==> src/rtl/ibt_pkg.sv <==
// Interval booking table: shared types, codes and default sizes.
// Used by every module of the block; no dependencies.
package ibt_pkg;

	localparam int CAPACITY_DEF  = 64;
	localparam int TIME_BITS_DEF = 32;
	localparam int IN_TIME_BITS  = 32;
	localparam int COUNT_BITS    = 7;
	localparam int COUNT_MAX     = 127;

	localparam logic [1:0] STATUS_BOOKED  = 2'd0;
	localparam logic [1:0] STATUS_OVERLAP = 2'd1;
	localparam logic [1:0] STATUS_FULL    = 2'd2;
	localparam logic [1:0] STATUS_INVALID = 2'd3;

	typedef struct packed {
		logic [IN_TIME_BITS-1:0] start_time;
		logic [IN_TIME_BITS-1:0] end_time;
	} req_t;

	typedef struct packed {
		logic [1:0]            status;
		logic [COUNT_BITS-1:0] booked_count;
	} rsp_t;

	// Control flags that travel with a request down the cell chain.
	typedef struct packed {
		logic valid;
		logic invalid;
		logic clash;
		logic stored;
	} pkt_flags_t;

endpackage

==> src/rtl/ibt_obuf.sv <==
// Two-entry output buffer (output register plus skid slot).
// Depends on ibt_pkg (rsp_t).
module ibt_obuf import ibt_pkg::*; (
	input  logic clk,
	input  logic arst_n,
	input  logic push,
	input  rsp_t push_data,
	output logic has_room,
	output logic rsp_valid,
	input  logic rsp_ready,
	output rsp_t rsp
);

	logic out_valid_q;
	logic skid_valid_q;
	rsp_t out_q;
	rsp_t skid_q;
	logic pop;

	assign pop      = out_valid_q && rsp_ready;
	// push only arrives while the skid slot is empty
	assign has_room = !skid_valid_q;

	always_ff @(posedge clk or negedge arst_n) begin
		if (!arst_n) begin
			out_valid_q  <= 1'b0;
			skid_valid_q <= 1'b0;
		end else if (pop) begin
			if (skid_valid_q) begin
				skid_valid_q <= 1'b0;
			end else begin
				out_valid_q <= push;
			end
		end else if (push) begin
			if (!out_valid_q) begin
				out_valid_q <= 1'b1;
			end else begin
				skid_valid_q <= 1'b1;
			end
		end
	end

	always_ff @(posedge clk) begin
		if (pop) begin
			if (skid_valid_q) begin
				out_q <= skid_q;
			end else if (push) begin
				out_q <= push_data;
			end
		end else if (push) begin
			if (!out_valid_q) begin
				out_q <= push_data;
			end else begin
				skid_q <= push_data;
			end
		end
	end

	assign rsp_valid = out_valid_q;
	assign rsp       = out_q;

endmodule

==> config.mk <==
export PLATFORM = sky130hd
export DESIGN_NAME = ibt_obuf
export DESIGN_NICKNAME = d
export VERILOG_FILES = /design/src/rtl/ibt_pkg.sv /design/src/rtl/ibt_obuf.sv
export SDC_FILE = /design/constraint.sdc
export NUM_CORES = 1
export LEC_CHECK = 0
export BUFFER_PORTS_ARGS = -buffer_cell sky130_fd_sc_hd__clkbuf_2
export CAP_MARGIN = 10
export CORE_UTILIZATION = 45
export DETAILED_ROUTE_END_ITERATION = 6
export GPL_TIMING_DRIVEN = 0
export PLACE_DENSITY = 0.72
export SETUP_SLACK_MARGIN = 0.02
export SYNTH_ARGS = -nofsm -noshare
export SYNTH_HDL_FRONTEND = slang
export SYNTH_SLANG_ARGS = --single-unit
==> constraint.sdc <==
create_clock -name clk -period 2 [get_ports clk]
set_input_delay 0.6 -clock clk [delete_from_list [all_inputs] [get_ports clk]]
set_output_delay 0.6 -clock clk [all_outputs]
set_load 0.01 [all_outputs]
# Word level (Yosys, flattened, before mapping)
# Index checks and enable logic that the tools add are counted.
totals:
  register_bits: 20
  inputBits: 13
  output_inout_bits: 11
op_classes:
  n_eq_ne: 2
  muxes: 11
  n_bitwise: 1
  reduce_logical: 9
ops:
  columns: ["operator", "count"]
  rows:
  - ["9-bit 2-to-1 mux", 5]
  - ["1-bit 2-to-1 mux", 6]
  - ["3-bit AND reduction", 2]
  - ["2-bit nonzero test", 3]
  - ["2-bit AND reduction", 2]
  - ["2-bit by 1-bit != test with 1-bit output (second input constant)", 1]
  - ["2-bit != test (second input constant)", 1]
  - ["1-bit logical AND", 1]
  - ["1-bit logical NOT", 1]
  - ["1-bit inverter", 1]

# Longest topological paths before layout
# Gate-level depths: netlist of run 1.
depth:
  word_depth: 3
  depth_mapped: 3
  depth_no_buf: 2

# Worst setup path before layout of run 1
# Ideal clock, no wire load.
synth_path:
  path_kind: "in2reg"
  start: "in push"
  end: "reg out_q, in the netlist rsp[0], enable pin"
  setup_ns: 0.378
  arrival_time_ns: 1.126
  t_required_ns: 1.622
  path_slack_ns: 0.496
  cell_stages: 2
  n_path_buf: 0
  cell_sequence: "a21oi_1 a21oi_1"
synth_between:
  elab_chain_len: 2
  elab_cells_between_ends: 3
synth_lines:
  columns: ["item", "line_no", "source"]
  rows:
  - ["from (decl)", "ibt_obuf.sv:6", "input logic push,"]
  - ["2-bit nonzero test (no line)", null, null]
  - ["3-bit AND reduction (no line) (*)", null, null]
  - ["to (signal assigned)", "ibt_obuf.sv:46", "out_q <= skid_q;"]
  - ["to (signal assigned)", "ibt_obuf.sv:48", "out_q <= push_data;"]
  - ["to (signal assigned)", "ibt_obuf.sv:52", "out_q <= push_data;"]
  - ["to (decl)", "ibt_obuf.sv:16", "rsp_t out_q;"]
# Mark *: on every way between the ends. The rest lies on a longest branch, timed or not.
# A chain may end at the register's enable or synchronous reset.

# Final worst setup path of run 1
layout_path:
  start: "reg out_valid_q, in the netlist rsp_valid"
  end: "reg out_q, in the netlist rsp[1], enable pin"
layout_between:
  elab_chain_len: 3
  elab_cells_between_ends: 4
layout_lines:
  columns: ["item", "line_no", "source"]
  rows:
  - ["from (decl)", "ibt_obuf.sv:14", "logic out_valid_q;"]
  - ["from (signal assigned)", "ibt_obuf.sv:32", "out_valid_q <= push;"]
  - ["1-bit logical AND", "ibt_obuf.sv:20", "assign pop = out_valid_q && rsp_ready;"]
  - ["2-bit by 1-bit != test with 1-bit output (no line) or 2-bit nonzero test (tied branches)", null, null]
  - ["3-bit AND reduction (no line) (*)", null, null]
# Marks and branches as above.

==> results of run 1 <==
-- power groups by stage --
stage	registers [W]	logic (W)	clock network [W]
2_1_floorplan	0.000528	0.0000549	0
3_3_place_gp	0.000516	0.000109	0
3_5_place_dp	0.000518	0.000111	0
4_1_cts	0.000509	0.000112	0.000196
5_1_grt	0.000511	0.000120	0.000208
6_report	0.000508	0.000109	0.000187
-- cell type report --
cell class	instances	area, um^2	area share
Tap cell	16	20.02	0.02136
Buffer	1	7.507	0.008011
Multi-Input combinational cell	17	170.2	0.1816
Inverter	2	7.507	0.008011
Timing Repair Buffer	23	115.1	0.1228
Clock buffer	4	26.28	0.02804
Sequential cell	20	590.6	0.6302
-- through the flow --
stage	total power [W]	cells	setup slack, ns	util
3_3_place_gp	0.0006258	79	0.1519	0.5843
3_5_place_dp	0.0006295	79	0.1105	0.5843
5_1_grt	0.0008393	83	0.2404	0.6011
2_1_floorplan	0.0005825	40	0.4957	-
4_1_cts	0.0008169	83	0.3455	0.6011
6_report	0.0008040	83	0.3969	0.6011
-- kinds of logic (layout without fill, tap and decap cells) --
group,after synthesis,after routing,synth area share
compound gates,5,5,0.03549
simple gates,3,3,0.03872
flops,20,20,0.7613
mux,9,9,0.1452
buf+inv,3,30,0.01936
-- Yosys cell counts --
library cell,n
dfrtp_1,2
inv_1,2
edfxtp_1,18
nand2b_1,1
a21o_1,1
mux2_2,6
nand3_4,1
buf_4,1
mux2_4,3
and3_1,1
a21oi_1,4
-- state kept, by name, summed over array words and instances, names as in the netlist --
| name | cells |
|---|---|
| rsp | 9 |
| skid_q | 9 |
| rsp_valid | 1 |
| skid_valid_q | 1 |
-- metal layers --
metal / wire length (um) / vias to the layer above
li1: - / 208
met1: 422 / 198
met2: 535 / 17
met3: 45 / 2
met4: 10 / 0
met5: 0 / -
-- path summary, 6_finish.rpt --
path | startpoint | end | slack, ns | depth (start not counted)
max | rsp_valid | rsp[1] | 0.40 | 3
min | arst_n | rsp_valid | 0.08 | 1
max reg2reg | rsp_valid | rsp[1] | 0.40 | 3
min reg2reg | skid_q[5] | rsp[5] | 0.56 | 1
max in group asynchronous | arst_n | skid_valid_q | 1.83 | 1
min in group clk | push_data[8] | skid_q[8] | 0.49 | 1
==> summary.md, run 1 <==
| Metric | Value |
|---|---|
| Most frequent cell on the critical path | a21oi_1 |
| Max-cap violations | 0 |
| CTS tree | built |
| Gr usage total | 0.1292 |
| Placed inst area | 910.9 um^2 |
| Router iterations before antenna repair | 5 |
| Starting DRT DRC Count | 5 |
| Syn-to-layout area delta | 20.81% |
| RSZ-0062 raised after global routing | no |
| Syn nets | 53 |
| Busiest layer in global routing | met2 |
| Post-CTS Hold Buffers | 0 |
| Clock-pin slew on the worst setup and hold paths | 0.10 ns |
| Via/cell ratio | 5.120 |
| Worst EP arrival | 1.52 ns |
| Crit path cell chain | buf_4, a21oi_1, a21oi_1 |
| Power share of the combinational group | 0.136 |
| Layout cells sized above 1 | 0.5522 |
| I/O pin count | 24 |
| Flop pwr share | 0.632 |
| Vias in the first global route | 401 |
| Core Area | 1559 um^2 |
| Setup Buffers After CTS | 0 |
| Psw | 0.0001774 W |
| Pin count of the biggest net entering global routing | 12 |
| Worst slew margin | 0.4291 |
| Hold Violations, Final | 0 |
| Slew @ Worst Pin | 0.8564 ns |
| CTS Sinks | 20 |
| Synth area leader | edfxtp_1 |
| Post-Syn Area per Cell | 19.39 um^2 |
| Global-route track usage on met2 | 0.2242 |
| Min Tclk post-route | 1.603 ns |
| CP Max Fanout | 9 |
| CTS HTree Levels | 1 |
| Synthesized area | 775.7 um^2 |
| Clock skew | 0.008133 ns |
| PD cells | 857.9 nW/um^2 |
| #FFs+latches synth | 20 |
| Top cell type's share of synthesized area | 0.6968 |
| Failing checks | DRC |
| Startpoint Class | register |
| Nets@finish | 81 |
| Worst path bufs/invs | 1 |
| Die Ht | 43.52 um |
| Die area | 1894 um^2 |
| Crit path largest cell delay | 0.67 ns |
| Status | finished with violations |
| Congestion Overflow GR | 0 |
| Grt met1 use | 0.1401 |
| Highest-count cells in the layout ignoring fill and taps | clkbuf_2, edfxtp_1, mux2_2 |
| Warnings from Yosys | 0 |
| Setup violators final | 0 |
| Initial antenna violation count | 0 |
| Tcrit/Tclk final | 0.8015 |
| Sequential fraction of the synthesis area | 0.7613 |
| M3 GR Usage | 0.02500 |
| Port buffer count | 23 |
| Total via count in the routed design | 425 |
| Maximum VDD drop | 0.4442 mV |
| Post-route ant nets | 0 |
| Fin. max-slew vios | 0 |
| Slowest cell on the critical path | a21oi_1 |
| Net Sw Frac | 0.2207 |
| WHS | 0.07941 ns |
| Setup crit end kind | register |
| CTS max path bufs | 2 |
| Max Fclk | 0.6238 GHz |
| Clock network fraction of total power | 0.232 |
| GPL Wtd Cong | 0.6634 |
| Cell variety after synth | 11 |
| Worst Path Required | 1.92 ns |
| DR WL/cell | 12.22 um |
| Number of remaining DRC errors | 4 |
| Pint | 0.0006266 W |
| Final Instance Area | 937.1 um^2 |
| CP top delay family | compound AO/OA/AOI/OAI gates |
| Post-synthesis cell count | 40 |
| Layout filler cell count | 127 |
| Site Rows | 14 |
| Initial Utilization | 0.4976 |
| Die W | 43.52 um |
| Post-cts resize count | 0 |
| Global-route wire length before repair | 1676 um |
| Leak pwr | 0.3913 nW |
| Commonest non-fill, non-tap cell in the layout | clkbuf_2 |
| Ant. Diodes | 0 |
| Final wirelength | 1014 um |
| Hold Path Class | input pin to asynchronous set/reset pin |
| Setup TNS Final | 0 ns |
| Crit Path Class | register to register |
| Clock root cell | clkbuf_4 |
| Largest cells by area after synthesis | edfxtp_1, mux2_2, dfrtp_1 |
| Clock latency on the worst-skew pair | 0.29 ns |
| Num CTS Buffers | 3 |
No activity file was read; power rests on OpenSTA's default activity.
==> run 2: changes to the inputs <==
Settings changed: ABC_AREA set to 1, CORE_ASPECT_RATIO set to 0.7, CORE_UTILIZATION 45 to 43, PLACE_DENSITY 0.72 to 0.71.
Clock period 2 ns to 1.45 ns, I/O delays scaled along.
==> run 2 against run 1 <==
The flow now finishes without violations. Combinational power is 61% higher. Power is 48% higher. Hold slack better by 0.23 ns. Synthesized cell count is 65% higher. Register-to-register slack worse by 0.29 ns. Largest cell class unchanged. Critical path type is now register to output pin. Critical path depth is 2 lower. Sequential cell count stayed put. Highest routed layer unchanged.
==> summary.md, run 2 <==
| Metric | Value |
|---|---|
| Simple-gate share of the synthesized area | 0.2150 (was 0.03871) |
| CP top delay family | flip-flops (was compound AO/OA/AOI/OAI gates) |
| Sequential fraction of the synthesis area | 0.7352 (was 0.7613) |
| Final wirelength | 1531 um (was 1014 um) |
| Hold Crit Endpoint | skid_q[6] |
| Largest family of logic cells by synthesized area | simple AND/OR/NAND/NOR gates (was multiplexers) |
| Worst slew margin | 0.6785 (was 0.4291) |
| CTS Sinks | 20 (unchanged) |
| Pin count of the biggest net entering global routing | 12 (unchanged) |
| CTS tree | built (unchanged) |
| Number of remaining DRC errors | 0 (was 4) |
| Adder-cell share of the synthesized area | 0 (unchanged) |
| Crit Path Class | register to output pin (was register to register) |
| Syn nets | 79 (was 53) |
| Syn-to-layout area delta | 24.61% (was 20.81%) |
| I/O pin count | 24 (unchanged) |
| Hold Violations, Final | 0 (unchanged) |
| Setup crit end kind | output pin (was register) |
| Placed inst area | 944.7 um^2 (was 910.9 um^2) |
| Pre-CTS setup slack | -0.2767 ns (was 0.1105 ns) |
| Maximum VDD drop | 0.6786 mV (was 0.4442 mV) |
| Register area | 590.6 um^2 (unchanged) |
| Port buffer count | 23 (unchanged) |
| Worst path bufs/invs | 1 (unchanged) |
| Hold_sp | push_data[6] |
| Clock-pin slew on the worst setup and hold paths | 0.11 ns (was 0.10 ns) |
| Grt met1 use | 0.2145 (was 0.1401) |
| Mux cell area share after synthesis | 0 (was 0.1452) |
| WHS | 0.3129 ns (was 0.07941 ns) |
| Ant. Diodes | 0 (unchanged) |
| M3 GR Usage | 0.08333 (was 0.02500) |
| Vias in the first global route | 517 (was 401) |
| Worst EP arrival | 0.93 ns (was 1.52 ns) |
| Slew @ Worst Pin | 0.4817 ns (was 0.8564 ns) |
| DR WL/cell | 13.31 um (was 12.22 um) |
| CP Max Fanout | 6 (was 9) |
| Worst Setup SP | rsp_valid (unchanged) |
| Startpoint Class | register (unchanged) |
| Die Ht | 38.16 um (was 43.52 um) |
| CTS max path bufs | 2 (unchanged) |
| Crit path largest cell delay | 0.46 ns (was 0.67 ns) |
| Initial Utilization | 0.4820 (was 0.4976) |
| Commonest non-fill, non-tap cell in the layout | nand2_1 (was clkbuf_2) |
| Slowest cell on the critical path | dfrtp_1 (was a21oi_1) |
| CTS HTree Levels | 1 (unchanged) |
| Synth area leader | edfxtp_1 (unchanged) |
| Core Area | 1667 um^2 (was 1559 um^2) |
| Initial antenna violation count | 0 (unchanged) |
| Max Fclk | 0.7330 GHz |
| Tcrit/Tclk final | 0.9409 |
| Largest cells by area after synthesis | edfxtp_1, nand2_1, nand4_1 (was edfxtp_1, mux2_2, dfrtp_1) |
| Final Util | 0.6006 (was 0.6011) |
| GPL Wtd Cong | 0.7102 (was 0.6634) |
| Global-route wire length before repair | 2408 um (was 1676 um) |
| Commonest cells post-synth | nand2_1, edfxtp_1, nand4_1, inv_1 (was edfxtp_1, mux2_2, a21oi_1, mux2_4) |
| #FFs+latches synth | 20 (unchanged) |
| Total via count in the routed design | 599 (was 425) |
| Final Instance Area | 1001 um^2 (was 937.1 um^2) |
| Path depth of the worst reg2reg path | 2 (was 3) |
| Reg2Reg Setup Slack | 0.11 ns (was 0.40 ns) |
| Via/cell ratio | 5.209 (was 5.120) |
| Area of the multi-input gates | 187.7 um^2 (was 170.2 um^2) |
| Leak pwr | 0.4556 nW (was 0.3913 nW) |
| XOR/XNOR Fraction of Synth Area | 0 (unchanged) |
| Num CTS Buffers | 3 (unchanged) |
| Global-route track usage on met2 | 0.2870 (was 0.2242) |
| Hold Path Class | input pin to register (was input pin to asynchronous set/reset pin) |
| Most frequent cell after synthesis | nand2_1 (was edfxtp_1) |
| Post-Syn Area per Cell | 12.17 um^2 (was 19.39 um^2) |
| Worst Path Required | 1.02 ns (was 1.92 ns) |
| Clock root cell | clkbuf_4 (unchanged) |
| Starting DRT DRC Count | 22 (was 5) |
| Crit path cell chain | clkbuf_2 (was buf_4, a21oi_1, a21oi_1) |
| Layout filler cell count | 142 (was 127) |
| Number of flops mapped to enable cells by yosys | 18 (unchanged) |
| Warnings from Yosys | 0 (unchanged) |
| FF-to-FF End | skid_q[2] (was rsp[1]) |
| Layout cells sized above 1 | 0.3511 (was 0.5522) |
| Pwr Total | 0.001189 W (was 0.0008040 W) |
| Synth Area in Compound Gates | 0.006231 (was 0.03548) |
| Clock latency on the worst-skew pair | 0.30 ns (was 0.29 ns) |
| Router iterations before antenna repair | 4 (was 5) |
| Placed wire-length estimate | 1018 um |
| Post-route setup slack | 0.08567 ns (was 0.3969 ns) |
| Post-route ant nets | 0 (unchanged) |
| Hold depth | 1 |
| R2R Path Start | rsp_valid (unchanged) |
| Congestion Overflow GR | 0 (unchanged) |
| Clock skew | 0.009448 ns (was 0.008133 ns) |
| RSZ-0062 raised after global routing | no (unchanged) |
| Max-cap violations | 0 (unchanged) |
| Site Rows | 12 (was 14) |
| Die area | 2048 um^2 (was 1894 um^2) |
| Cell variety after synth | 11 (unchanged) |
| Setup violators final | 0 (unchanged) |
| Post-synthesis cell count | 66 (was 40) |
| Highest-count cells in the layout ignoring fill and taps | nand2_1, clkbuf_2, edfxtp_1 (was clkbuf_2, edfxtp_1, mux2_2) |
| PD cells | 1188 nW/um^2 (was 857.9 nW/um^2) |
| Busiest layer in global routing | met2 (unchanged) |
| Status | finished, final reports clean (was finished with violations) |
| Top cell type's share of synthesized area | 0.6729 (was 0.6968) |
| Synthesized area | 803.3 um^2 (was 775.7 um^2) |
| Fraction of registers with async set/reset | 0.1000 (unchanged) |
| Nets@finish | 108 (was 81) |
| Synth Flop Type | edfxtp_1 (unchanged) |
| Die W | 53.66 um (was 43.52 um) |
| Min Tclk post-route | 1.364 ns |
| Gr usage total | 0.1852 (was 0.1292) |
| Fin. max-slew vios | 0 (unchanged) |
[run 2: area by class of cell]
class	count	share of cell area
inverter	4	0.01500
sequential	20	0.5900
tap	21	0.02625
timing repair buffer	24	0.1250
multi-input combinational	39	0.1875
clock buffer	4	0.03625
buffer	3	0.02000
[run 2: layer usage]
metal / share of wire / routed length [um] / vias up
met5: 0 / 0 / -
met4: 0.026 / 40 / 0
met3: 0.079 / 121 / 6
met2: 0.48 / 734 / 32
met1: 0.41 / 634 / 271
li1: - / - / 290
[run 2: how the worst max path moves through the flow]
stage           endpoint  slack (ns)  cells after the start
2_1_floorplan     rsp[0]        0.05                      3
3_3_place_gp      rsp[1]       -0.23                      5
3_5_place_dp      rsp[6]       -0.28                      5
4_1_cts           rsp[6]        0.05                      3
5_1_grt        skid_q[1]        0.04                      2
6_report       rsp_valid        0.09                      1
[run 2: kinds of logic after synthesis]
kind of cell / Yosys count
compound gates: 1
buf+inv: 7
flops: 20
simple gates: 38
[run 2: what timing repair did]
action                                 in CTS  in global routing
endpoints found under the hold margin       2                  0
setup buffers                               0                  0
hold buffers                                1                  0
setup endpoints to repair                  18                  9
resized for setup                           2                  1
cloned                                      0                  0
[run 2: power breakdown]
part | switching (W) | internal, W | leakage (nW)
Combinational | 0.000112 | 0.0000640 | 0.243
Sequential | 0.0000138 | 0.000681 | 0.192
Clock | 0.000165 | 0.000153 | 0.0210
Total | 0.000291 | 0.000898 | 0.456
[run 2: metrics by stage]
stage | std cells | setup TNS [ns]
finish | 115 | 0
global route | 115 | 0
CTS | 115 | 0
detailed placement | 110 | -4.547
global placement | 110 | -3.607
floorplan | 66 | 0
