--- src/rtl/ibt_pkg.sv ---
// Interval booking table: shared types, codes and default sizes.
// Used by every module of the block; no dependencies.
package ibt_pkg;

	localparam int CAPACITY_DEF  = 64;
	localparam int TIME_BITS_DEF = 32;
	localparam int IN_TIME_BITS  = 32;
	localparam int COUNT_BITS    = 7;
	localparam int COUNT_MAX     = 127;

	localparam logic [1:0] STATUS_BOOKED  = 2'd0;
	localparam logic [1:0] STATUS_OVERLAP = 2'd1;
	localparam logic [1:0] STATUS_FULL    = 2'd2;
	localparam logic [1:0] STATUS_INVALID = 2'd3;

	typedef struct packed {
		logic [IN_TIME_BITS-1:0] start_time;
		logic [IN_TIME_BITS-1:0] end_time;
	} req_t;

	typedef struct packed {
		logic [1:0]            status;
		logic [COUNT_BITS-1:0] booked_count;
	} rsp_t;

	// Control flags that travel with a request down the cell chain.
	typedef struct packed {
		logic valid;
		logic invalid;
		logic clash;
		logic stored;
	} pkt_flags_t;

endpackage

--- src/rtl/ibt_cell.sv ---
// One table cell: holds one booked interval and a request stage.
// Depends on ibt_pkg (pkt_flags_t).
module ibt_cell import ibt_pkg::*; #(
	parameter int TIME_BITS = TIME_BITS_DEF,
	parameter int CNT_BITS  = 7
) (
	input  logic                 clk,
	input  logic                 arst_n,
	input  logic                 advance,
	input  pkt_flags_t           in_flags,
	input  logic [TIME_BITS-1:0] in_start,
	input  logic [TIME_BITS-1:0] in_end,
	input  logic [CNT_BITS-1:0]  in_cnt,
	output pkt_flags_t           out_flags,
	output logic [TIME_BITS-1:0] out_start,
	output logic [TIME_BITS-1:0] out_end,
	output logic [CNT_BITS-1:0]  out_cnt
);

	logic                 slot_valid_q;
	logic [TIME_BITS-1:0] slot_start_q;
	logic [TIME_BITS-1:0] slot_end_q;
	pkt_flags_t           flags_q;
	logic [TIME_BITS-1:0] start_q;
	logic [TIME_BITS-1:0] end_q;
	logic [CNT_BITS-1:0]  cnt_q;

	logic       hit;
	logic       store;
	pkt_flags_t flags_nxt;

	// Valid cells always form a prefix, so the first empty cell a clean
	// request meets is the lowest free one.
	assign hit   = in_flags.valid && slot_valid_q &&
	               (slot_start_q < in_end) && (slot_end_q > in_start);
	assign store = in_flags.valid && !in_flags.invalid && !in_flags.clash &&
	               !in_flags.stored && !slot_valid_q;

	always_comb begin
		flags_nxt        = in_flags;
		flags_nxt.clash  = in_flags.clash | hit;
		flags_nxt.stored = in_flags.stored | store;
	end

	always_ff @(posedge clk or negedge arst_n) begin
		if (!arst_n) begin
			slot_valid_q <= 1'b0;
			flags_q      <= '0;
		end else if (advance) begin
			slot_valid_q <= slot_valid_q | store;
			flags_q      <= flags_nxt;
		end
	end

	always_ff @(posedge clk) begin
		if (advance) begin
			start_q <= in_start;
			end_q   <= in_end;
			cnt_q   <= in_cnt + CNT_BITS'(slot_valid_q | store);
			if (store) begin
				slot_start_q <= in_start;
				slot_end_q   <= in_end;
			end
		end
	end

	assign out_flags = flags_q;
	assign out_start = start_q;
	assign out_end   = end_q;
	assign out_cnt   = cnt_q;

endmodule

--- config.mk ---
export PLATFORM = sky130hd
export DESIGN_NAME = ibt_cell
export DESIGN_NICKNAME = d
export VERILOG_FILES = /design/src/rtl/ibt_pkg.sv /design/src/rtl/ibt_cell.sv
export SDC_FILE = /design/constraint.sdc
export NUM_CORES = 1
export LEC_CHECK = 0
export BUFFER_PORTS_ARGS = -buffer_cell sky130_fd_sc_hd__buf_2
export CAP_MARGIN = 20
export CORE_ASPECT_RATIO = 0.7
export CORE_MARGIN = 8
export CORE_UTILIZATION = 50
export DETAILED_ROUTE_END_ITERATION = 8
export PLACE_DENSITY_LB_ADDON = 0.05
export SYNTH_ARGS = -nofsm -noshare
export SYNTH_HDL_FRONTEND = slang
export SYNTH_SLANG_ARGS = --single-unit
--- constraint.sdc ---
create_clock -name clk -period 6.15 [get_ports clk]
set_input_delay 1.5375 -clock clk [delete_from_list [all_inputs] [get_ports clk]]
set_output_delay 1.5375 -clock clk [all_outputs]
set_load 0.005 [all_outputs]
After elaboration in Yosys (flattened, before gate mapping):

Index checks and enable logic that the tools add are counted.

* bits in registers: 140
* output and inout port bits: 75
* word-level logic and storage cells: 29

* add/subtract/negate cells: 1
* magnitude comparators: 2
* bitwise gates (word level): 4
* reduce and logical (&&, ||, !) cells: 12

Operators with widths (count)
* $gt 32x32->1: 1
* $lt 32x32->1: 1
* $add 7x1->7: 1
* $logic_and 1x1->1: 7
* $logic_not 1->1: 4
* $or 1x1->1: 4
* $reduce_and 2->1: 1

Longest topological paths before layout:

Gate-level depths: netlist (run 1).

* depth after elaboration: 7
* mapped depth: 8
* gate-level depth less buffers: 8

Worst setup path after synthesis (run 1):

OpenSTA, ideal clock, no wires.

* path kind: in2reg
* from: input in_flags[2] in the netlist's numbering
* to: register slot_end_q[0], enable pin
* setup time: 0.567 ns
* arrival time: 6.496 ns
* data required time: 5.583 ns
* path slack: -0.914 ns
* stages on the path: 2
* path buffers: 0
* path through: or3b_2 nor3_1

* word-level cells in the longest chain between the ends: 6

Ends and longest elaborated chain
* start, declared: RTL line ibt_cell.sv:10 `input pkt_flags_t in_flags,`
* $logic_not 1->1: RTL line ibt_cell.sv:36 `assign store = in_flags.valid && !in_flags.invalid && !in_flags.clash &&`
* $logic_and 1x1->1 (3 in a row): RTL line ibt_cell.sv:36
* $logic_and 1x1->1: RTL line ibt_cell.sv:37 `!in_flags.stored && !slot_valid_q;`
* $reduce_and 2->1 (no source line)
* end signal, assigned: RTL line ibt_cell.sv:62 `slot_end_q <= in_end;`
* end, declared: RTL line ibt_cell.sv:22 `logic [TIME_BITS-1:0] slot_end_q;`

No other way between the ends.
A chain may end at the register's enable or synchronous reset.

Worst setup path in the final report (run 1):

* from: input advance
* to: register slot_end_q[12], enable pin

* word-level cells in the longest chain between the ends: 1

Ends and longest elaborated chain
* start, declared: RTL line ibt_cell.sv:9 `input logic advance,`
* $reduce_and 2->1 (no source line)

No other way between the ends.

==> metrics.yaml, run 1 <==
sta:
  fmax_mhz: 327
  rsz0062_at_grt: "no"
  hold_viol: 0
  worst_slew_pin_slew_ps: 830
  maxSlewHeadroom_pct: 44.7
  period_minus_slack_ps: 3060
  hold-worst-slack_ps: 501
  finalCritPeriodShare_pct: 49.7
  setup_violations: 0
  drv_slew: 0
  fin_skew_ps: 9.25
  fin_tns_setup_ps: 0
synth:
  yosys.area_share.simple_pct: 4.97
  synth-edff-count: 135
  ys_ff_latch: 140
  synth.yosys.seq_area_share_pct: 70.0
  muxShareOfSynthArea_pct: 0.377
  synth_fa_ha_area_share_pct: 13.6
  netlist_instances: 389
  synthDistinctLibCells: 39
  async_flop_share_pct: 3.57
  ys.flop_type: "edfxtp_1"
  yosys_warnings: 0
  syn_area_mm2: 0.00597
  synth_nets: 532
  avgSynthCellArea_um2: 15.3
  synth_top_family_by_area: "adder cells"
  synth_compound_area_share_pct: 6.12
  synth_xor_area_share_pct: 0.734
drt:
  post-route-drc-count: 0
  first_pass_iters: 4
  vias: 3646
  wl_per_cell_um: 17.4
  drt-total-wl_um: 12700
  antenna_left: 0
  vias_per_cell: 4.98
  drt_iter0_markers: 213
clocking:
  root_buffer: "clkbuf_16"
  clk_pin_slew_worst_paths_ps: 50
  clockBufferDepth: 2
  cts-resized-gates: 0
  cts_tree: "yes"
  cts_setup_buffers: 0
  numCtsBuffers: 17
  cts-hold-fix-buffers: 0
  clk_latency_ps: 410
  clock-sinks: 140
  cts_max_level: 4
grt:
  grt_pass1_wl_um: 20000
  track_usage_pct: 16.4
  grt_max_degree: 66
  grt_pass1_vias: 3855
  antenna_found_initial: 0
  overflow: 0
critical_path:
  path_class: "input pin to flip-flop"
  critPathCaptureType: "flip-flop"
  worstRegToRegCells: 7
  worstPathArrival_ps: 3090
  regToRegStartpoint: "slot_end_q[31]"
  cp-endpoint: "slot_end_q[12]"
  r2r_setup_slack_ps: 4070
  startpoint_type: "input pin"
  reg2reg_to: "out_flags[1]"
  critPathMaxFanout: 65
  crit_start: "advance"
  cp_data_required_time_ps: 6180
floorplanning:
  dieArea_mm2: 0.0157
  core_mm2: 0.0117
  num_rows: 33
  die_w_um: 147
  ios: 153
  die_h_um: 107
  initial_core_util_pct: 51.1
power_and_ir_drop:
  power_density_mw_per_mm2: 303
  leakage_nw: 3.31
  ir_drop_uv: 245
  finalPower_mw: 2.28
placement:
  gp_congestion: 0.774
  port_buffers: 152
  place_area_mm2: 0.00695
  dp.final_hpwl_um: 9660
finish:
  fin_nets: 705
  fin_area_mm2: 0.00754
  layout_commonest_cell: "buf_2"
  fillers: 880
  final_core_util_pct: 64.5
  mostFrequentLayoutCells: "buf_2, edfxtp_1, inv_1"
  diodes: 0
  syn_to_final_growth_pct: 26.3
  drive_gt1_share_pct: 32.9
run:
  cap_violations: 0
outcome:
  outcome: "complete, no violations"
min_path:
  hold_class: "flip-flop to flip-flop"
## metal layers
layer / routed length, µm / track usage [%] / vias up
li1: - / - / 1792
met1: 6300 / 22.4 / 1731
met2: 5470 / 23.4 / 119
met3: 903 / 5.75 / 4
met4: 62 / 6.37 / 0
met5: 0 / 0 / -
## per-stage QoR
| stage | worst slack (ps) | instances |
|---|---|---|
| floorplan | 1100 | 389 |
| global placement | 2650 | 700 |
| detailed placement | 2640 | 700 |
| CTS | 3080 | 732 |
| global route | 2930 | 732 |
| finish | 3090 | 732 |
## kinds of logic after synthesis
kind of cell | count (synthesis)
AOI/OAI and AO/OA | 55
xor gates and xnor gates | 5
adders and majority gates | 65
buffers and inverters | 66
DFF | 140
muxes | 2
and+or+nand+nor | 56
## cells in the mapped netlist (2+ instances only)
master	n	area share [%]
nand3_1	10	0.84
and3_1	2	0.21
o211ai_1	2	0.25
o21ai_1	2	0.17
edfxtp_1	135	68
nor3_1	2	0.17
mux2_2	2	0.38
nand2_1	14	0.88
a211oi_1	5	0.63
dfrtp_1	5	2.1
a21o_1	4	0.50
a21oi_1	20	1.7
inv_1	66	4.2
nand4_1	10	1.0
nor2_1	9	0.57
o21ai_0	8	0.67
nor2b_1	3	0.31
ha_1	65	14
xnor2_1	3	0.44
xor2_1	2	0.29
o21bai_1	2	0.25
## how the worst min path moves through the flow
stage / from / cells past startpoint / endpoint / slack, ps
after floorplan: slot_valid_q / 1 / slot_valid_q / 500
after global placement: out_flags[2] / 1 / out_flags[2] / 490
after detailed placement: out_flags[3] / 1 / out_flags[3] / 500
after CTS: out_flags[3] / 1 / out_flags[3] / 510
after global routing: out_flags[3] / 1 / out_flags[3] / 530
final: out_flags[3] / 1 / out_flags[3] / 500
## worst max-delay path, stage by stage
cell and delay [ps]:
buf_4 410, nand2b_1 250, nor3_4 150, buf_4 680
## cell type report
| type | count | area [µm²] | share of cell area, % |
|---|---|---|---|
| sequential | 140 | 4180 | 55.4 |
| multi-input combinational | 183 | 1550 | 20.6 |
| timing repair buffer | 154 | 778 | 10.3 |
| clock buffer | 20 | 437 | 5.79 |
| inverter | 66 | 248 | 3.29 |
| tap | 157 | 196 | 2.61 |
| clock inverter | 12 | 148 | 1.96 |
## registers in the layout (all words and copies together), names as in the netlist
name / flops
slot_valid_q: 1
slot_start_q: 32
out_end: 32
out_start: 32
slot_end_q: 32
out_flags: 4
out_cnt: 7
## power breakdown
part / internal (mW) / leakage [nW] / switching [mW] / total [mW]
registers: 1.10 / 1.33 / 0.0125 / 1.11
logic: 0.0768 / 1.71 / 0.0966 / 0.173
clock network: 0.634 / 0.277 / 0.367 / 1.00
Note: power is estimated with default switching activity, not from simulation.
==> run 2: changes to the inputs <==
--- a/config.mk
+++ b/config.mk
@@ -9,7 +9,7 @@
 export CAP_MARGIN = 20
 export CORE_ASPECT_RATIO = 0.7
 export CORE_MARGIN = 8
-export CORE_UTILIZATION = 50
+export CORE_UTILIZATION = 48
 export DETAILED_ROUTE_END_ITERATION = 8
 export PLACE_DENSITY_LB_ADDON = 0.05
 export SYNTH_ARGS = -nofsm -noshare
==> constraint.sdc (replaced) <==
create_clock -name clk -period 2.7 [get_ports clk]
set_input_delay 0.675 -clock clk [delete_from_list [all_inputs] [get_ports clk]]
set_output_delay 0.675 -clock clk [all_outputs]
set_load 0.005 [all_outputs]
==> metrics.yaml, run 2 (same netlist as run 1, synthesis figures left out) <==
drt:
  drt-total-wl_um: 12900
  vias: 3651
  drt_iter0_markers: 157
  antenna_left: 0
  vias_per_cell: 4.95
  first_pass_iters: 4
  wl_per_cell_um: 17.5
  post-route-drc-count: 0
run:
  cap_violations: 0
power_and_ir_drop:
  p_sw_mw: 1.14
  p_clk_share_pct: 45.1
  leakage_nw: 3.34
  pwr-share-seq_pct: 47.4
  power.internal_mw: 4.19
  ir_drop_uv: 432
  pwr-share-comb_pct: 7.5
  swShare_pct: 21.4
  power_density_mw_per_mm2: 700
grt:
  grt_max_degree: 77
  grt_pass1_vias: 3853
  overflow: 0
  grt_pass1_wl_um: 19800
  antenna_found_initial: 0
  track_usage_pct: 16.0
finish:
  fin_cells: 738
  syn_to_final_growth_pct: 27.6
  drive_gt1_share_pct: 33.9
  mostFrequentLayoutCells: "buf_2, edfxtp_1, inv_1"
  layout_commonest_cell: "buf_2"
  fin_nets: 706
  diodes: 0
critical_path:
  critical_path_buf_inv_count: 1
  cp_cell_sequence: "buf_2 -> or3b_4 -> o21bai_1 -> ha_1 -> ha_1 -> and3_1 -> nand3_1 -> xnor2_1"
  crit_slowest_cell: "or3b_4"
  cp_data_required_time_ps: 2860
  critPathMaxFanout: 3
  cpMostUsedCell: "ha_1"
  cpPeakStageDelay_ps: 410
  worstPathArrival_ps: 2310
  startpoint_type: "input pin"
  crit_start: "in_flags[2]"
  regToRegStartpoint: "slot_start_q[27]"
  path_class: "input pin to flip-flop"
  critPathCaptureType: "flip-flop"
  critPathTopFamily: "simple AND/OR/NAND/NOR gates"
clocking:
  cts-resized-gates: 0
  root_buffer: "clkbuf_16"
  clk_pin_slew_worst_paths_ps: 60
  clockBufferDepth: 2
  cts-hold-fix-buffers: 0
  clk_latency_ps: 400
  cts_tree: "yes"
  cts_max_level: 4
  numCtsBuffers: 17
  clock-sinks: 140
  cts_setup_buffers: 0
sta:
  rsz0062_at_grt: "no"
  maxSlewHeadroom_pct: 69.4
  fmax_mhz: 465
  finalCritPeriodShare_pct: 79.6
  fin_skew_ps: 8.42
  period_minus_slack_ps: 2150
  hold_viol: 0
  drv_slew: 0
  worst_slew_pin_slew_ps: 448
  setup_violations: 0
  fin_tns_setup_ps: 0
floorplanning:
  ios: 153
  initial_core_util_pct: 48.5
  num_rows: 34
  die_h_um: 109
  die_w_um: 149
  core_mm2: 0.0123
  dieArea_mm2: 0.0163
placement:
  numPlacedInstances: 706
  dp.final_hpwl_um: 9580
  port_buffers: 152
  gp_congestion: 0.790
outcome:
  outcome: "complete, no violations"
min_path:
  hold_class: "input pin to async pin"
run 2: final timing paths:
kind | cells past startpoint | to | slack [ps]
worst min-delay path | 1 | out_flags[2] | 80
min in group clk | 1 | out_start[21] | 470
worst max register to register | 7 | out_flags[1] | 640
worst min register to register | 1 | out_flags[3] | 500
max in group asynchronous | 1 | out_flags[1] | 2480
worst max-delay path | 8 | out_cnt[6] | 550
run 2: metal layers:
layer,track usage (%),vias to the layer above,wire length [µm]
met3,4.89,9,926
met5,0,-,0
met1,22.4,1723,6410
met2,23.3,119,5490
met4,5.81,0,99
li1,-,1800,-
run 2: through the flow:
stage,util (%),setup WS (ps),power (mW),cell area (µm²),hold WS (ps)
finish,61.9,551,5.33,7610,77.8
floorplan,-,-420,2.72,5980,379
CTS,61.9,535,5.40,7610,70.2
detailed placement,56.9,105,2.98,7000,494
global placement,56.9,140,2.96,7000,489
global route,61.9,442,5.52,7610,63.6
run 2: layout make-up:
class / count / area (µm²)
inverter: 66 / 248
sequential: 140 / 4180
fill: 965 / 4680
clock inverter: 12 / 161
timing repair buffer: 155 / 811
clock buffer: 20 / 457
multi-input combinational: 183 / 1560
tap: 162 / 203
run 2: power groups by stage:
stage	logic, mW	clock network, mW	registers (mW)
global placement	0.396	0	2.57
finish	0.397	2.40	2.53
CTS	0.407	2.46	2.53
global route	0.449	2.53	2.54
detailed placement	0.404	0	2.57
floorplan	0.130	0	2.59
==> run 3: changes to the inputs <==
==> constraint.sdc (replaced) <==
create_clock -name clk -period 1.9 [get_ports clk]
set_input_delay 0.475 -clock clk [delete_from_list [all_inputs] [get_ports clk]]
set_output_delay 0.475 -clock clk [all_outputs]
set_load 0.005 [all_outputs]
==> metrics.yaml, run 3 (same netlist as run 1, synthesis figures left out) <==
sta:
  maxSlewHeadroom_pct: 68.4
  worst_slew_pin_slew_ps: 474
  rsz0062_at_grt: "yes"
  drv_slew: 0
  period_minus_slack_ps: 1980
  timing.final.ws_setup_ps: -84.1
  fmax_mhz: 504
  hold_viol: 0
  finalCritPeriodShare_pct: 104
  hold-worst-slack_ps: 268
  fin_skew_ps: 12.7
  setup_violations: 1
critical_path:
  crit_start: "slot_start_q[9]"
  critPathCaptureType: "flip-flop"
  cp_data_required_time_ps: 2190
  worstPathArrival_ps: 2270
  critPathMaxFanout: 2
  reg2reg_to: "out_flags[1]"
  startpoint_type: "flip-flop"
  cp-endpoint: "out_flags[1]"
  worstRegToRegCells: 7
  regToRegStartpoint: "slot_start_q[9]"
  path_class: "flip-flop to flip-flop"
  r2r_setup_slack_ps: -80
grt:
  grt_pass1_wl_um: 20800
  grt_max_degree: 77
  antenna_found_initial: 1
  grt_pass1_vias: 4018
  overflow: 0
  track_usage_pct: 16.8
drt:
  wl_per_cell_um: 17.0
  antenna_left: 0
  post-route-drc-count: 0
  drt_iter0_markers: 154
  first_pass_iters: 7
  drt-total-wl_um: 13400
  vias_per_cell: 4.82
  vias: 3798
finish:
  layout_commonest_cell: "buf_2"
  diodes: 0
  fillers: 928
  mostFrequentLayoutCells: "buf_2, edfxtp_1, inv_1"
  drive_gt1_share_pct: 41.7
  syn_to_final_growth_pct: 35.1
  fin_nets: 756
run:
  cap_violations: 0
clocking:
  clk_pin_slew_worst_paths_ps: 60
  clk_latency_ps: 410
  cts_tree: "yes"
  root_buffer: "clkbuf_16"
  numCtsBuffers: 17
  clockBufferDepth: 2
  clock-sinks: 140
  cts_max_level: 4
  cts_setup_buffers: 0
power_and_ir_drop:
  finalPower_mw: 7.26
  leakage_nw: 3.56
  ir_drop_uv: 735
  power_density_mw_per_mm2: 901
placement:
  port_buffers: 152
  dp.final_hpwl_um: 10200
  gp_congestion: 0.783
min_path:
  hold_class: "input pin to flip-flop"
floorplanning:
  die_w_um: 149
  ios: 153
  dieArea_mm2: 0.0163
  core_mm2: 0.0123
  num_rows: 34
  initial_core_util_pct: 48.5
  die_h_um: 109
outcome:
  violations: "setup timing"
  outcome: "finished, violations left"
-- run 3: changes by cell type in the layout (fill, tap and decap cells not counted), moves of 3 or more --
cell,delta
ha_4,+5
inv_2,+3
a211oi_1,-3
ha_1,-5
buf_4,+48
bufinv_16,-3
inv_1,-3
a211oi_2,+3
-- run 3: cell type report --
type | instances | area, µm² | area share [%]
Clock buffer | 17 | 425 | 5.28
Clock inverter | 15 | 114 | 1.41
Inverter | 66 | 248 | 3.07
Multi-Input combinational cell | 183 | 1690 | 21.0
Sequential cell | 140 | 4180 | 51.8
Tap cell | 162 | 203 | 2.51
Timing Repair Buffer | 205 | 1200 | 14.9
-- run 3: per-layer routing --
layer,routed length [µm],global-route usage (%),share of wire (%),vias to the layer above
li1,-,-,-,1906
met1,6540,23.3,49,1767
met2,5840,24.4,44,116
met3,938,5.96,7.0,7
met4,59,5.17,0.44,2
met5,12,0,0.090,-
-- run 3: through the flow --
step / setup TNS (ps) / setup slack (ps) / instances / util (%) / area [µm²]
floorplan: -66260 / -1020 / 389 / - / 6020
global placement: -7820 / -368 / 755 / 60.3 / 7410
detailed placement: -7620 / -419 / 755 / 60.3 / 7410
CTS: -21.9 / -21.9 / 788 / 65.2 / 8010
global route: -156 / -156 / 788 / 65.6 / 8060
finish: -84.1 / -84.1 / 788 / 65.6 / 8060
-- run 3: how the worst min path moves through the flow --
stage / from / endpoint / slack (ps) / depth (start not counted)
after floorplan: arst_n / out_flags[0] / 180 / 0
after global placement: arst_n / out_flags[0] / 300 / 1
after detailed placement: arst_n / out_flags[0] / 300 / 1
after CTS: in_end[4] / out_end[4] / 250 / 1
after global routing: in_start[4] / out_start[4] / 250 / 1
final: in_end[1] / slot_end_q[1] / 270 / 1
-- run 3: what timing repair did --
item | in CTS | in global routing
hold buffers | 1 | 0
endpoints found under the setup margin | 1 | 2
hold endpoints to repair | 5 | 0
gates cloned | 0 | 0
gates resized for setup | 8 | 8
pin swaps | 5 | 2
-- run 3: worst max-delay path, cell delays in order (launching register included) --
cell      delay, ps
edfxtp_1        390
ha_1            310
nand4_1         180
a211oi_2        270
a32oi_2         150
a211oi_2        290
o311ai_2        140
o221a_1         130
-- run 3: power by group --
group | total, mW | switching [mW] | leakage (nW) | internal (mW)
Combinational | 0.678 | 0.346 | 1.98 | 0.332
Clock | 3.00 | 1.31 | 0.256 | 1.68
Sequential | 3.58 | 0.0363 | 1.33 | 3.55
